`src/sv/assert_macros.svh`:
```
// Assertion macros shared by the calibrator RTL.
`ifndef ASSERT_MACROS_SVH
`define ASSERT_MACROS_SVH

// Property that must hold at every clock edge out of reset.
`define GSRC_ASSERT_ALWAYS(label, clk, rst, prop, msg) \
   label: assert property (@(posedge clk) disable iff (rst) (prop)) \
      else $error(msg);

// Same-cycle implication.
`define GSRC_ASSERT_IMP(label, clk, rst, ante, cons, msg) \
   label: assert property (@(posedge clk) disable iff (rst) (ante) |-> (cons)) \
      else $error(msg);

`endif

```
`src/sv/gsrc_pkg.sv`:
```
// Package: types, constants and helpers of the gas sensor ratio calibrator.
`timescale 1ns / 1ps

package gsrc_pkg;

   localparam int NUM_CH    = 3;
   localparam int CH_W      = 2;
   localparam int ADC_SHIFT = 15;
   localparam int DIV_N_W   = 42;
   localparam int DIV_D_W   = 32;
   localparam int DIV_CNT_W = $clog2(DIV_N_W);
   localparam int SUM_W     = 40;

   localparam logic [16:0] ADC_FULL_SCALE = 17'd32768;
   localparam logic [12:0] VREF_MV        = 13'd5000;
   localparam logic [19:0] MOHM_PER_KOHM  = 20'd1000000;
   localparam logic [9:0]  MOHM_PER_OHM   = 10'd1000;
   localparam logic [9:0]  RATIO_SCALE    = 10'd1000;
   localparam logic [7:0]  CALIB_MAX      = 8'd255;

   localparam logic [6:0]  LOAD_RES_RESET = 7'd10;
   localparam logic [7:0]  CALIB_RESET    = 8'd100;

   typedef enum logic [2:0] {
      CSR_LOAD_A  = 3'd0,
      CSR_LOAD_B  = 3'd1,
      CSR_LOAD_C  = 3'd2,
      CSR_CLEAN_A = 3'd3,
      CSR_CLEAN_B = 3'd4,
      CSR_CLEAN_C = 3'd5,
      CSR_CALIB   = 3'd6
   } csr_index_type;

   typedef enum logic {
      KIND_START  = 1'b0,
      KIND_SAMPLE = 1'b1
   } kind_type;

   typedef enum logic [1:0] {
      PH_OFF = 2'd0,
      PH_CAL = 2'd1,
      PH_ON  = 2'd2
   } phase_type;

   typedef enum logic [2:0] {
      ST_MEASURED    = 3'd0,
      ST_CAL_SAMPLE  = 3'd1,
      ST_CAL_DONE    = 3'd2,
      ST_NOT_ENABLED = 3'd3,
      ST_BAD_CH      = 3'd4,
      ST_ALREADY_ON  = 3'd5,
      ST_DEFAULT_ON  = 3'd6,
      ST_CALIBRATING = 3'd7
   } status_type;

   typedef struct packed {
      logic        kind;
      logic [1:0]  channel;
      logic [15:0] raw_sample;
   } req_type;

   typedef struct packed {
      logic [1:0]  channel_out;
      logic [2:0]  status;
      logic [1:0]  phase;
      logic [31:0] resistance_mohm;
      logic [15:0] ratio_milli;
      logic [31:0] baseline_mohm;
   } rsp_type;

   typedef struct packed {
      logic [NUM_CH-1:0][6:0]  load_res;
      logic [NUM_CH-1:0][19:0] clean_ro;
      logic [7:0]              calib_samples;
   } cfg_type;

   typedef struct packed {
      logic               start;
      logic [DIV_N_W-1:0] dividend;
      logic [DIV_D_W-1:0] divisor;
   } div_req_type;

   typedef struct packed {
      logic               busy;
      logic               done;
      logic [DIV_N_W-1:0] quotient;
   } div_rsp_type;

   function automatic logic [31:0] sat32(input logic [DIV_N_W-1:0] q);
      return (q[DIV_N_W-1:32] != '0) ? 32'hFFFF_FFFF : q[31:0];
   endfunction

   function automatic logic [15:0] sat16(input logic [DIV_N_W-1:0] q);
      return (q[DIV_N_W-1:16] != '0) ? 16'hFFFF : q[15:0];
   endfunction

endpackage

```
`src/sv/gsrc_csr.sv`:
```
// Configuration register bank of the calibrator.
`timescale 1ns / 1ps

module gsrc_csr import gsrc_pkg::*; (
   input  logic        clock,
   input  logic        reset,
   input  logic        csr_we,
   input  logic [2:0]  csr_index,
   input  logic [19:0] csr_wdata,
   output cfg_type     cfg
);

   cfg_type cfg_ff;

   always_ff @(posedge clock) begin
      if (reset) begin
         for (int i = 0; i < NUM_CH; i++) begin
            cfg_ff.load_res[i] <= LOAD_RES_RESET;
            cfg_ff.clean_ro[i] <= '0;
         end
         cfg_ff.calib_samples <= CALIB_RESET;
      end else if (csr_we) begin
         case (csr_index)
            CSR_LOAD_A:  cfg_ff.load_res[0]   <= csr_wdata[6:0];
            CSR_LOAD_B:  cfg_ff.load_res[1]   <= csr_wdata[6:0];
            CSR_LOAD_C:  cfg_ff.load_res[2]   <= csr_wdata[6:0];
            CSR_CLEAN_A: cfg_ff.clean_ro[0]   <= csr_wdata;
            CSR_CLEAN_B: cfg_ff.clean_ro[1]   <= csr_wdata;
            CSR_CLEAN_C: cfg_ff.clean_ro[2]   <= csr_wdata;
            CSR_CALIB:   cfg_ff.calib_samples <= csr_wdata[7:0];
            default: ;
         endcase
      end
   end

   assign cfg = cfg_ff;

endmodule

```
`src/sv/gsrc_divider.sv`:
```
// Shared restoring divider, one quotient bit per cycle.
`timescale 1ns / 1ps

module gsrc_divider import gsrc_pkg::*; (
   input  logic        clock,
   input  logic        reset,
   input  div_req_type div_req,
   output div_rsp_type div_rsp
);

   logic                 busy_ff, busy_in;
   logic                 done_ff, done_in;
   logic [DIV_CNT_W-1:0] cnt_ff, cnt_in;
   logic [DIV_D_W-1:0]   rem_ff, rem_in;
   logic [DIV_N_W-1:0]   quo_ff, quo_in;
   logic [DIV_D_W-1:0]   dvs_ff, dvs_in;
   logic [DIV_D_W:0]     rem_sh;
   logic [DIV_D_W:0]     rem_sub;
   logic                 ge;

   assign rem_sh  = {rem_ff, quo_ff[DIV_N_W-1]};
   assign ge      = rem_sh >= {1'b0, dvs_ff};
   assign rem_sub = rem_sh - {1'b0, dvs_ff};

   always_comb begin
      busy_in = busy_ff;
      done_in = 1'b0;
      cnt_in  = cnt_ff;
      rem_in  = rem_ff;
      quo_in  = quo_ff;
      dvs_in  = dvs_ff;
      if (div_req.start) begin
         busy_in = 1'b1;
         cnt_in  = '0;
         rem_in  = '0;
         quo_in  = div_req.dividend;
         dvs_in  = div_req.divisor;
      end else if (busy_ff) begin
         rem_in = ge ? rem_sub[DIV_D_W-1:0] : rem_sh[DIV_D_W-1:0];
         quo_in = {quo_ff[DIV_N_W-2:0], ge};
         cnt_in = cnt_ff + 1'b1;
         if (cnt_ff == DIV_CNT_W'(DIV_N_W - 1)) begin
            busy_in = 1'b0;
            done_in = 1'b1;
         end
      end
   end

   always_ff @(posedge clock) begin
      cnt_ff <= cnt_in;
      rem_ff <= rem_in;
      quo_ff <= quo_in;
      dvs_ff <= dvs_in;
      if (reset) begin
         busy_ff <= 1'b0;
         done_ff <= 1'b0;
      end else begin
         busy_ff <= busy_in;
         done_ff <= done_in;
      end
   end

   assign div_rsp.busy     = busy_ff;
   assign div_rsp.done     = done_ff;
   assign div_rsp.quotient = quo_ff;

endmodule

```
`src/sv/gas_sensor_ratio_calibrator_core.sv`:
```
// Top level: gas sensor resistance, calibration and ratio sequencer.
// Start words, bad channels and samples on disabled channels answer without the divider;
// a sample runs the Rs division on the shared divider, and a second division when it ends
// calibration or yields a ratio against a nonzero baseline; a zero-mV sample skips the Rs
// division. One word at a time: req_ready rises with rsp_valid.
// Reset (synchronous, high): all channels disabled, state zeroed, registers to defaults.
`timescale 1ns / 1ps
`include "assert_macros.svh"

module gas_sensor_ratio_calibrator_core import gsrc_pkg::*; (
   input  logic        clock,
   input  logic        reset,
   input  logic        req_valid,
   output logic        req_ready,
   input  req_type     req_data,
   output logic        rsp_valid,
   input  logic        rsp_ready,
   output rsp_type     rsp_data,
   input  logic        csr_we,
   input  logic [2:0]  csr_index,
   input  logic [19:0] csr_wdata
);

   typedef enum logic [2:0] {
      S_IDLE,
      S_DECODE,
      S_MV,
      S_NUM,
      S_DIV_RS,
      S_POST,
      S_DIV_AVG,
      S_DIV_RATIO
   } state_type;
   localparam state_type S_OUT_UNUSED = S_IDLE;

   // The output stage has its own state register beside the sequencer state below.
   typedef enum logic {
      OUT_WAIT = 1'b0,
      OUT_LOAD = 1'b1
   } out_type;

   cfg_type     cfg;
   div_req_type div_req;
   div_rsp_type div_rsp;

   state_type   state_ff, state_in;
   out_type     out_ff, out_in;

   // latched request word
   logic              kind_ff, kind_in;
   logic [CH_W-1:0]   ch_ff, ch_in;
   logic [15:0]       raw_ff, raw_in;

   // datapath registers
   logic [12:0]       mv_ff, mv_in;
   logic [19:0]       prod_ff, prod_in;
   logic [31:0]       rs_ff, rs_in;
   logic [15:0]       ratio_ff, ratio_in;
   status_type        status_ff, status_in;
   rsp_type           rsp_ff, rsp_in;
   logic              rsp_valid_ff, rsp_valid_in;

   // per-channel state
   phase_type         phase_ff [NUM_CH];
   logic [7:0]        count_ff [NUM_CH];
   logic [SUM_W-1:0]  sum_ff   [NUM_CH];
   logic [31:0]       base_ff  [NUM_CH];

   logic              ph_we, cnt_we, sum_we, base_we;
   phase_type         ph_new;
   logic [7:0]        cnt_new;
   logic [SUM_W-1:0]  sum_new;
   logic [31:0]       base_new;

   logic              bad_ch;
   phase_type         phase_cur;
   logic [7:0]        count_cur;
   logic [SUM_W-1:0]  sum_cur;
   logic [31:0]       base_cur;
   logic [16:0]       raw_clamp;
   logic [29:0]       mv_prod;
   logic [12:0]       mv_diff;
   logic [7:0]        target;
   logic [7:0]        count_inc;
   logic [SUM_W-1:0]  sum_acc;

   logic              div_waiting;
   logic              rsp_measured;

   gsrc_csr u_csr (
      .clock     (clock),
      .reset     (reset),
      .csr_we    (csr_we),
      .csr_index (csr_index),
      .csr_wdata (csr_wdata),
      .cfg       (cfg)
   );

   gsrc_divider u_div (
      .clock   (clock),
      .reset   (reset),
      .div_req (div_req),
      .div_rsp (div_rsp)
   );

   assign bad_ch    = ch_ff >= CH_W'(NUM_CH);
   assign phase_cur = phase_ff[ch_ff];
   assign count_cur = count_ff[ch_ff];
   assign sum_cur   = sum_ff[ch_ff];
   assign base_cur  = base_ff[ch_ff];

   // raw -> millivolts; full scale is a power of two, so the scale is a shift
   assign raw_clamp = ({1'b0, raw_ff} > ADC_FULL_SCALE) ? ADC_FULL_SCALE : {1'b0, raw_ff};
   assign mv_prod   = raw_clamp * VREF_MV;
   assign mv_diff   = VREF_MV - mv_ff;

   // calibration bookkeeping; a zero sample count acts as one
   assign target    = (cfg.calib_samples == 8'd0) ? 8'd1 : cfg.calib_samples;
   assign count_inc = (count_cur == CALIB_MAX) ? CALIB_MAX : count_cur + 8'd1;
   assign sum_acc   = sum_cur + SUM_W'(rs_ff);

   always_comb begin
      state_in     = state_ff;
      out_in       = out_ff;
      kind_in      = kind_ff;
      ch_in        = ch_ff;
      raw_in       = raw_ff;
      mv_in        = mv_ff;
      prod_in      = prod_ff;
      rs_in        = rs_ff;
      ratio_in     = ratio_ff;
      status_in    = status_ff;
      rsp_in       = rsp_ff;
      rsp_valid_in = rsp_valid_ff;
      ph_we        = 1'b0;
      ph_new       = phase_cur;
      cnt_we       = 1'b0;
      cnt_new      = count_cur;
      sum_we       = 1'b0;
      sum_new      = sum_cur;
      base_we      = 1'b0;
      base_new     = base_cur;
      div_req      = '0;

      if (rsp_valid_ff && rsp_ready) begin
         rsp_valid_in = 1'b0;
      end

      if (out_ff == OUT_LOAD) begin
         // result word waits here until the output register is free
         if (!rsp_valid_ff || rsp_ready) begin
            rsp_valid_in           = 1'b1;
            rsp_in.channel_out     = ch_ff;
            rsp_in.status          = status_ff;
            rsp_in.phase           = bad_ch ? PH_OFF : phase_cur;
            rsp_in.resistance_mohm = rs_ff;
            rsp_in.ratio_milli     = ratio_ff;
            rsp_in.baseline_mohm   = bad_ch ? 32'd0 : base_cur;
            out_in                 = OUT_WAIT;
            state_in               = S_IDLE;
         end
      end else begin
         case (state_ff)
            S_IDLE: begin
               if (req_valid) begin
                  kind_in  = req_data.kind;
                  ch_in    = req_data.channel;
                  raw_in   = req_data.raw_sample;
                  state_in = S_DECODE;
               end
            end
            S_DECODE: begin
               rs_in    = '0;
               ratio_in = '0;
               if (bad_ch) begin
                  status_in = ST_BAD_CH;
                  out_in    = OUT_LOAD;
               end else if (kind_ff == KIND_START) begin
                  if (phase_cur != PH_OFF) begin
                     status_in = ST_ALREADY_ON;
                  end else begin
                     base_we  = 1'b1;
                     base_new = 32'(cfg.clean_ro[ch_ff] * MOHM_PER_OHM);
                     cnt_we   = 1'b1;
                     cnt_new  = '0;
                     sum_we   = 1'b1;
                     sum_new  = '0;
                     ph_we    = 1'b1;
                     if (cfg.clean_ro[ch_ff] != '0) begin
                        ph_new    = PH_ON;
                        status_in = ST_DEFAULT_ON;
                     end else begin
                        ph_new    = PH_CAL;
                        status_in = ST_CALIBRATING;
                     end
                  end
                  out_in = OUT_LOAD;
               end else if (phase_cur == PH_OFF) begin
                  status_in = ST_NOT_ENABLED;
                  out_in    = OUT_LOAD;
               end else begin
                  mv_in    = mv_prod[ADC_SHIFT +: 13];
                  state_in = S_MV;
               end
            end
            S_MV: begin
               if (mv_ff == '0) begin
                  // no voltage across the load: resistance saturates
                  rs_in    = 32'hFFFF_FFFF;
                  state_in = S_POST;
               end else begin
                  prod_in  = mv_diff * cfg.load_res[ch_ff];
                  state_in = S_NUM;
               end
            end
            S_NUM: begin
               div_req.start    = 1'b1;
               div_req.dividend = DIV_N_W'(prod_ff * MOHM_PER_KOHM);
               div_req.divisor  = DIV_D_W'(mv_ff);
               state_in         = S_DIV_RS;
            end
            S_DIV_RS: begin
               if (div_rsp.done) begin
                  rs_in    = sat32(div_rsp.quotient);
                  state_in = S_POST;
               end
            end
            S_POST: begin
               if (phase_cur == PH_CAL) begin
                  sum_we  = 1'b1;
                  sum_new = sum_acc;
                  cnt_we  = 1'b1;
                  cnt_new = count_inc;
                  if (count_inc >= target) begin
                     div_req.start    = 1'b1;
                     div_req.dividend = DIV_N_W'(sum_acc);
                     div_req.divisor  = DIV_D_W'(count_inc);
                     state_in         = S_DIV_AVG;
                  end else begin
                     status_in = ST_CAL_SAMPLE;
                     out_in    = OUT_LOAD;
                  end
               end else if (base_cur == '0) begin
                  ratio_in  = '0;
                  status_in = ST_MEASURED;
                  out_in    = OUT_LOAD;
               end else begin
                  div_req.start    = 1'b1;
                  div_req.dividend = DIV_N_W'(rs_ff * RATIO_SCALE);
                  div_req.divisor  = base_cur;
                  state_in         = S_DIV_RATIO;
               end
            end
            S_DIV_AVG: begin
               if (div_rsp.done) begin
                  base_we   = 1'b1;
                  base_new  = sat32(div_rsp.quotient);
                  ph_we     = 1'b1;
                  ph_new    = PH_ON;
                  status_in = ST_CAL_DONE;
                  out_in    = OUT_LOAD;
               end
            end
            S_DIV_RATIO: begin
               if (div_rsp.done) begin
                  ratio_in  = sat16(div_rsp.quotient);
                  status_in = ST_MEASURED;
                  out_in    = OUT_LOAD;
               end
            end
            default: begin
               state_in = S_OUT_UNUSED;
            end
         endcase
      end
   end

   always_ff @(posedge clock) begin
      kind_ff   <= kind_in;
      ch_ff     <= ch_in;
      raw_ff    <= raw_in;
      mv_ff     <= mv_in;
      prod_ff   <= prod_in;
      rs_ff     <= rs_in;
      ratio_ff  <= ratio_in;
      status_ff <= status_in;
      rsp_ff    <= rsp_in;
      if (reset) begin
         state_ff     <= S_IDLE;
         out_ff       <= OUT_WAIT;
         rsp_valid_ff <= 1'b0;
         for (int i = 0; i < NUM_CH; i++) begin
            phase_ff[i] <= PH_OFF;
            count_ff[i] <= '0;
            sum_ff[i]   <= '0;
            base_ff[i]  <= '0;
         end
      end else begin
         state_ff     <= state_in;
         out_ff       <= out_in;
         rsp_valid_ff <= rsp_valid_in;
         for (int i = 0; i < NUM_CH; i++) begin
            if (ch_ff == CH_W'(i)) begin
               if (ph_we)   phase_ff[i] <= ph_new;
               if (cnt_we)  count_ff[i] <= cnt_new;
               if (sum_we)  sum_ff[i]   <= sum_new;
               if (base_we) base_ff[i]  <= base_new;
            end
         end
      end
   end

   assign req_ready = (state_ff == S_IDLE) && (out_ff == OUT_WAIT);
   assign rsp_valid = rsp_valid_ff;
   assign rsp_data  = rsp_ff;

   assign div_waiting  = (state_ff == S_DIV_RS) || (state_ff == S_DIV_AVG) ||
                         (state_ff == S_DIV_RATIO);
   assign rsp_measured = rsp_valid_ff && (rsp_ff.status == ST_MEASURED);

   // divider is only launched when idle, and only finishes while the sequencer waits
   `GSRC_ASSERT_IMP(a_div_start_idle, clock, reset, div_req.start, !div_rsp.busy,
                    "divider restarted while busy")
   `GSRC_ASSERT_IMP(a_div_done_wait, clock, reset, div_rsp.done, div_waiting,
                    "divider done outside a wait state")
   // channel 0, if never started, has no calibration count
   `GSRC_ASSERT_IMP(a_off_count_zero, clock, reset, phase_ff[0] == PH_OFF,
                    count_ff[0] == 8'd0, "disabled channel holds a count")
   // a measured word always reports an enabled channel
   `GSRC_ASSERT_IMP(a_measured_on, clock, reset, rsp_measured, rsp_ff.phase == PH_ON,
                    "measured word on a channel that is not enabled")

endmodule

```
`config.mk`:
```
export PLATFORM = sky130hd
export DESIGN_NAME = gas_sensor_ratio_calibrator_core
export DESIGN_NICKNAME = d
export VERILOG_FILES = /design/src/sv/gsrc_pkg.sv /design/src/sv/gsrc_csr.sv /design/src/sv/gsrc_divider.sv /design/src/sv/gas_sensor_ratio_calibrator_core.sv
export VERILOG_INCLUDE_DIRS = /design/src /design/src/sv
export SDC_FILE = /design/constraint.sdc
export NUM_CORES = 2
export LEC_CHECK = 0
export ABC_AREA = 1
export BUFFER_PORTS_ARGS = -buffer_cell sky130_fd_sc_hd__buf_2
export CAP_MARGIN = 20
export CORE_MARGIN = 2
export CORE_UTILIZATION = 40
export DETAILED_ROUTE_END_ITERATION = 10
export GPL_TIMING_DRIVEN = 0
export PLACE_DENSITY = 0.64
export SLEW_MARGIN = 0
export SYNTH_ARGS = -nofsm -noshare
export SYNTH_HDL_FRONTEND = slang
export SYNTH_SLANG_ARGS = --single-unit
export TNS_END_PERCENT = 100
```
`constraint.sdc`:
```
create_clock -name clock -period 10.25 [get_ports clock]
set_input_delay 0.5125 -clock clock [delete_from_list [all_inputs] [get_ports clock]]
set_output_delay 0.5125 -clock clock [all_outputs]
set_load 0.02 [all_outputs]
```
==> impl_results.md <==
- CTS Buf Count: 79
- Top Ports: approximately 140
- Initial core utilization: 40.4%
- Synth warn: 0
- Top post-synthesis cells by area: edfxtp_1 29%, fa_1 13%, ha_1 11%, nand2_1 9.9%, inv_1 7.2%
- Mapped Area: 52400 um2
- Drt first pass iters: 6
- Hold Crit Start: csr_wdata[14]
- Synth top area share: 29.2%
- CP delay by family, top: adder cells
- Vias per cell: 5.25
- WP data required: 10.74 ns
- Final Setup Violations: 0
- First-pass GRT wire length: 261 mm
- Hold depth: 3
- Cells along the critical path: nor2_1, inv_1, clkbuf_1, clkbuf_1, nor2_1, a221oi_1, buf_4, fa_1, fa_1, inv_1, fa_1, inv_1, fa_1, inv_1, ha_1, nand2_1, nor2_1, nand4_1, o21ai_0, a21boi_0, or2_2, nand3_1, nand2_1, a21oi_1
- Reg-to-reg slack, setup: 2.79 ns
- Share of the yosys chip area belonging to registers: 34.4%
- Worst hold path endpoint: u_csr.cfg[62]
- Mean Syn Cell Area: 8.31 um2
- Final Wtd Congestion: 1.01
- Largest net degree at the start of global routing: 42
- Buf/Inv on CP: 7
- CTS tree: built
- Post-DP HPWL: 139 mm
- Netlist cell types: 62
- Width of the die: ~370 um
- Most frequent cell after synthesis: nand2_1
- Reg2reg path depth: 24
- Nets: 7422
- Post-synth EDFFs: ~500
- Grt ovf: 0
- Reg clk slew, reported paths: 0.06 ns
- FMAX: 0.134 GHz
- Primary FF master, synth: edfxtp_1
- DRT iter0 DRCs: between 3k and 4k
- Final hold violations: 0
- CTS Sinks: 646
- Synthesized Nets: 7162
- Relative slew slack: between 20% and 30%
- Synth-to-layout area growth: 11.7%
- Per-cell routed wire length: 20.4 um
- Final wirelength: around 170 mm
- Initial antenna violation count: 3
- Storage cell area: 18000 um2
- Via count: 44.0k
- Root Buffer: clkbuf_16
- Unrepaired setup endpoints after global routing: no
- Status: finished, final reports clean
- Critical path arrival: 7.94 ns
- Post-synth ARST share: 0%
- Cells after synthesis: 6310
- CP max-delay cell: a221oi_1
- Final-layout fill cell count: 12.9k
- Delay of the slowest cell on the worst path: 0.75 ns
- Max Slew Vio Count: 0
- Worst-path maximum fanout: 10
- Area of the multi-input gates: 29900 um2
- Setup TNS: 0 ns
- Layout cells sized above 1: under 10%
- Min cycle time layout: 7.46 ns
- Vias in the first global route: 43.4k
- ANT nets after route: 0
- Max_cap viols: 0
- Type of the most critical hold path: in -> reg
- Port Buf Inserts: 135
- GRT Total Usage: 25.3%
- Worst-Skew Late Latency: 0.69 ns
- R2r endpoint: base_ff[1][24]
- Die H: 366 um
- Max clock buf depth: 3
- Yosys reg bits: 646
- Top post-synthesis cells by count: 1385 x nand2_1, 1000 x inv_1, 663 x nor2_1, 510 x edfxtp_1, 452 x ha_1
- Post-synth top area cell: edfxtp_1
- Die ar.: between 100000 and 150000 um2
- Slew @ Worst Pin: 1.16 ns
- # H-tree levels: 3
- Crit start category: flip-flop
- Part of the cycle the worst path needs: 72.7%
- Crit Reg-Reg Startpoint: ch_ff[0]
- Core box area: 130000 um2
- DRC: 0
- Kind of critical path: reg -> reg
- CP Capture Type: flip-flop
- FP Rows: 132
- Clk_skew: 0.0268 ns
==> worst min-delay path: cells and delay by family <==
kind	cells	cell delay [ns]
AND/OR/NAND/NOR	2	0.12
buffers and inverters	1	0.10
==> repair_timing <==
item,in CTS,in global routing
endpoints found under the hold margin,19,0
setup buffers,0,0
gates resized for setup,0,0
hold buffers,19,0
==> how the worst max path moves through the flow <==
stage | start | end | slack [ns] | cells after the start
2_1_floorplan | ch_ff[0] | base_ff[0][24] | 4.30 | 23
3_3_place_gp | flip-flop | sum_ff[2][2] | 0.02 | 14
3_5_place_dp | ch_ff[0] | base_ff[1][24] | 2.76 | 23
4_1_cts | ch_ff[0] | base_ff[1][24] | 2.74 | 23
5_1_grt | ch_ff[0] | base_ff[0][24] | 2.32 | 24
6_report | ch_ff[0] | base_ff[1][24] | 2.79 | 24
==> cell usage in the layout, fill, tap and decap left out, types with 14 or more instances in the layout <==
cell type	netlist	layout
fa_1	353	353
o22ai_1	24	24
nor2_1	663	661
nor4_1	17	17
dlygate4sd3_1	0	19
inv_2	18	18
nand3_1	320	320
edfxtp_1	510	510
nand2_1	1385	1384
xor2_1	56	56
o21bai_1	30	30
o21a_1	14	14
o21ai_0	294	288
ha_1	452	452
a31oi_1	25	25
dfxtp_1	136	136
buf_2	33	171
xnor2_1	51	51
a21oi_1	444	444
nand4_1	44	44
clkbuf_16	0	80
clkbuf_1	100	114
nor3_1	45	44
nand2_2	14	15
a221oi_1	26	26
or2_2	35	35
inv_1	1000	1000
o211ai_1	19	19
o21ai_1	17	17
nand3b_1	56	56
or2_1	26	26
==> state kept, by name (all words and copies together) (netlist names), 6 cells and up, named ones only <==
register / flops
u_div.dvs_ff: 32
sum_ff: 120
u_div.rem_ff: 32
rsp_data: 87
mv_ff: 13
raw_ff: 16
count_ff: 24
prod_ff: 20
ratio_ff: 16
phase_ff: 6
u_csr.cfg: 89
base_ff: 96
rs_ff: 32
u_div.quo_ff: 42
u_div.cnt_ff: 6
==> routing by layer <==
layer,vias up,global-route usage (%),share of wire (%)
met5,-,0,0
met4,0,11.3,4.8
met1,21046,34.1,43
met2,1518,40.5,45
met3,318,3.57,6.9
li1,21083,-,-
==> kinds of logic (layout without fill, tap and decap cells) <==
kind of cell    count (synthesis)  after routing  synth area share, %
flops                         646            646                 34.4
buf+inv                      1187           1512                 8.83
xor+xnor                      107            107                 1.79
compound gates                936            936                 9.80
other cells                     1              3              0.00715
fa+ha+maj                     805            805                 24.3
simple gates                 2628           2628                 20.9
==> area by class of cell <==
| type | instances | area share, % |
|---|---|---|
| Multi-Input combinational cell | 4477 | 51.0 |
| Inverter | 1025 | 6.58 |
| Timing Repair Buffer | 179 | 2.18 |
| Buffer | 162 | 1.33 |
| Tap cell | 1742 | 3.72 |
| Antenna cell | 2 | 0.00854 |
| Clock buffer | 101 | 3.66 |
| Clock inverter | 45 | 0.758 |
| Sequential cell | 646 | 30.8 |
==> per-stage QoR <==
| stage | std cells | hold WS (ns) | worst slack (ns) | util [%] | instance area (um2) |
|---|---|---|---|---|---|
| floorplan | 6310 | 0.400 | 4.30 | - | 52400 |
| global placement | 8187 | 0.405 | 0.0244 | 42.6 | 55300 |
| detailed placement | 8209 | 0.405 | 2.76 | 43.0 | 55800 |
| CTS | 8374 | 0.0599 | 2.74 | 45.1 | 58600 |
| global route | 8377 | 0.105 | 2.32 | 45.1 | 58600 |
| finish | 8379 | 0.0991 | 2.79 | 45.1 | 58600 |
Power is left out: the tool's default activity adds up to more than one toggle a clock period on the data nets, which glitch-free logic cannot reach.
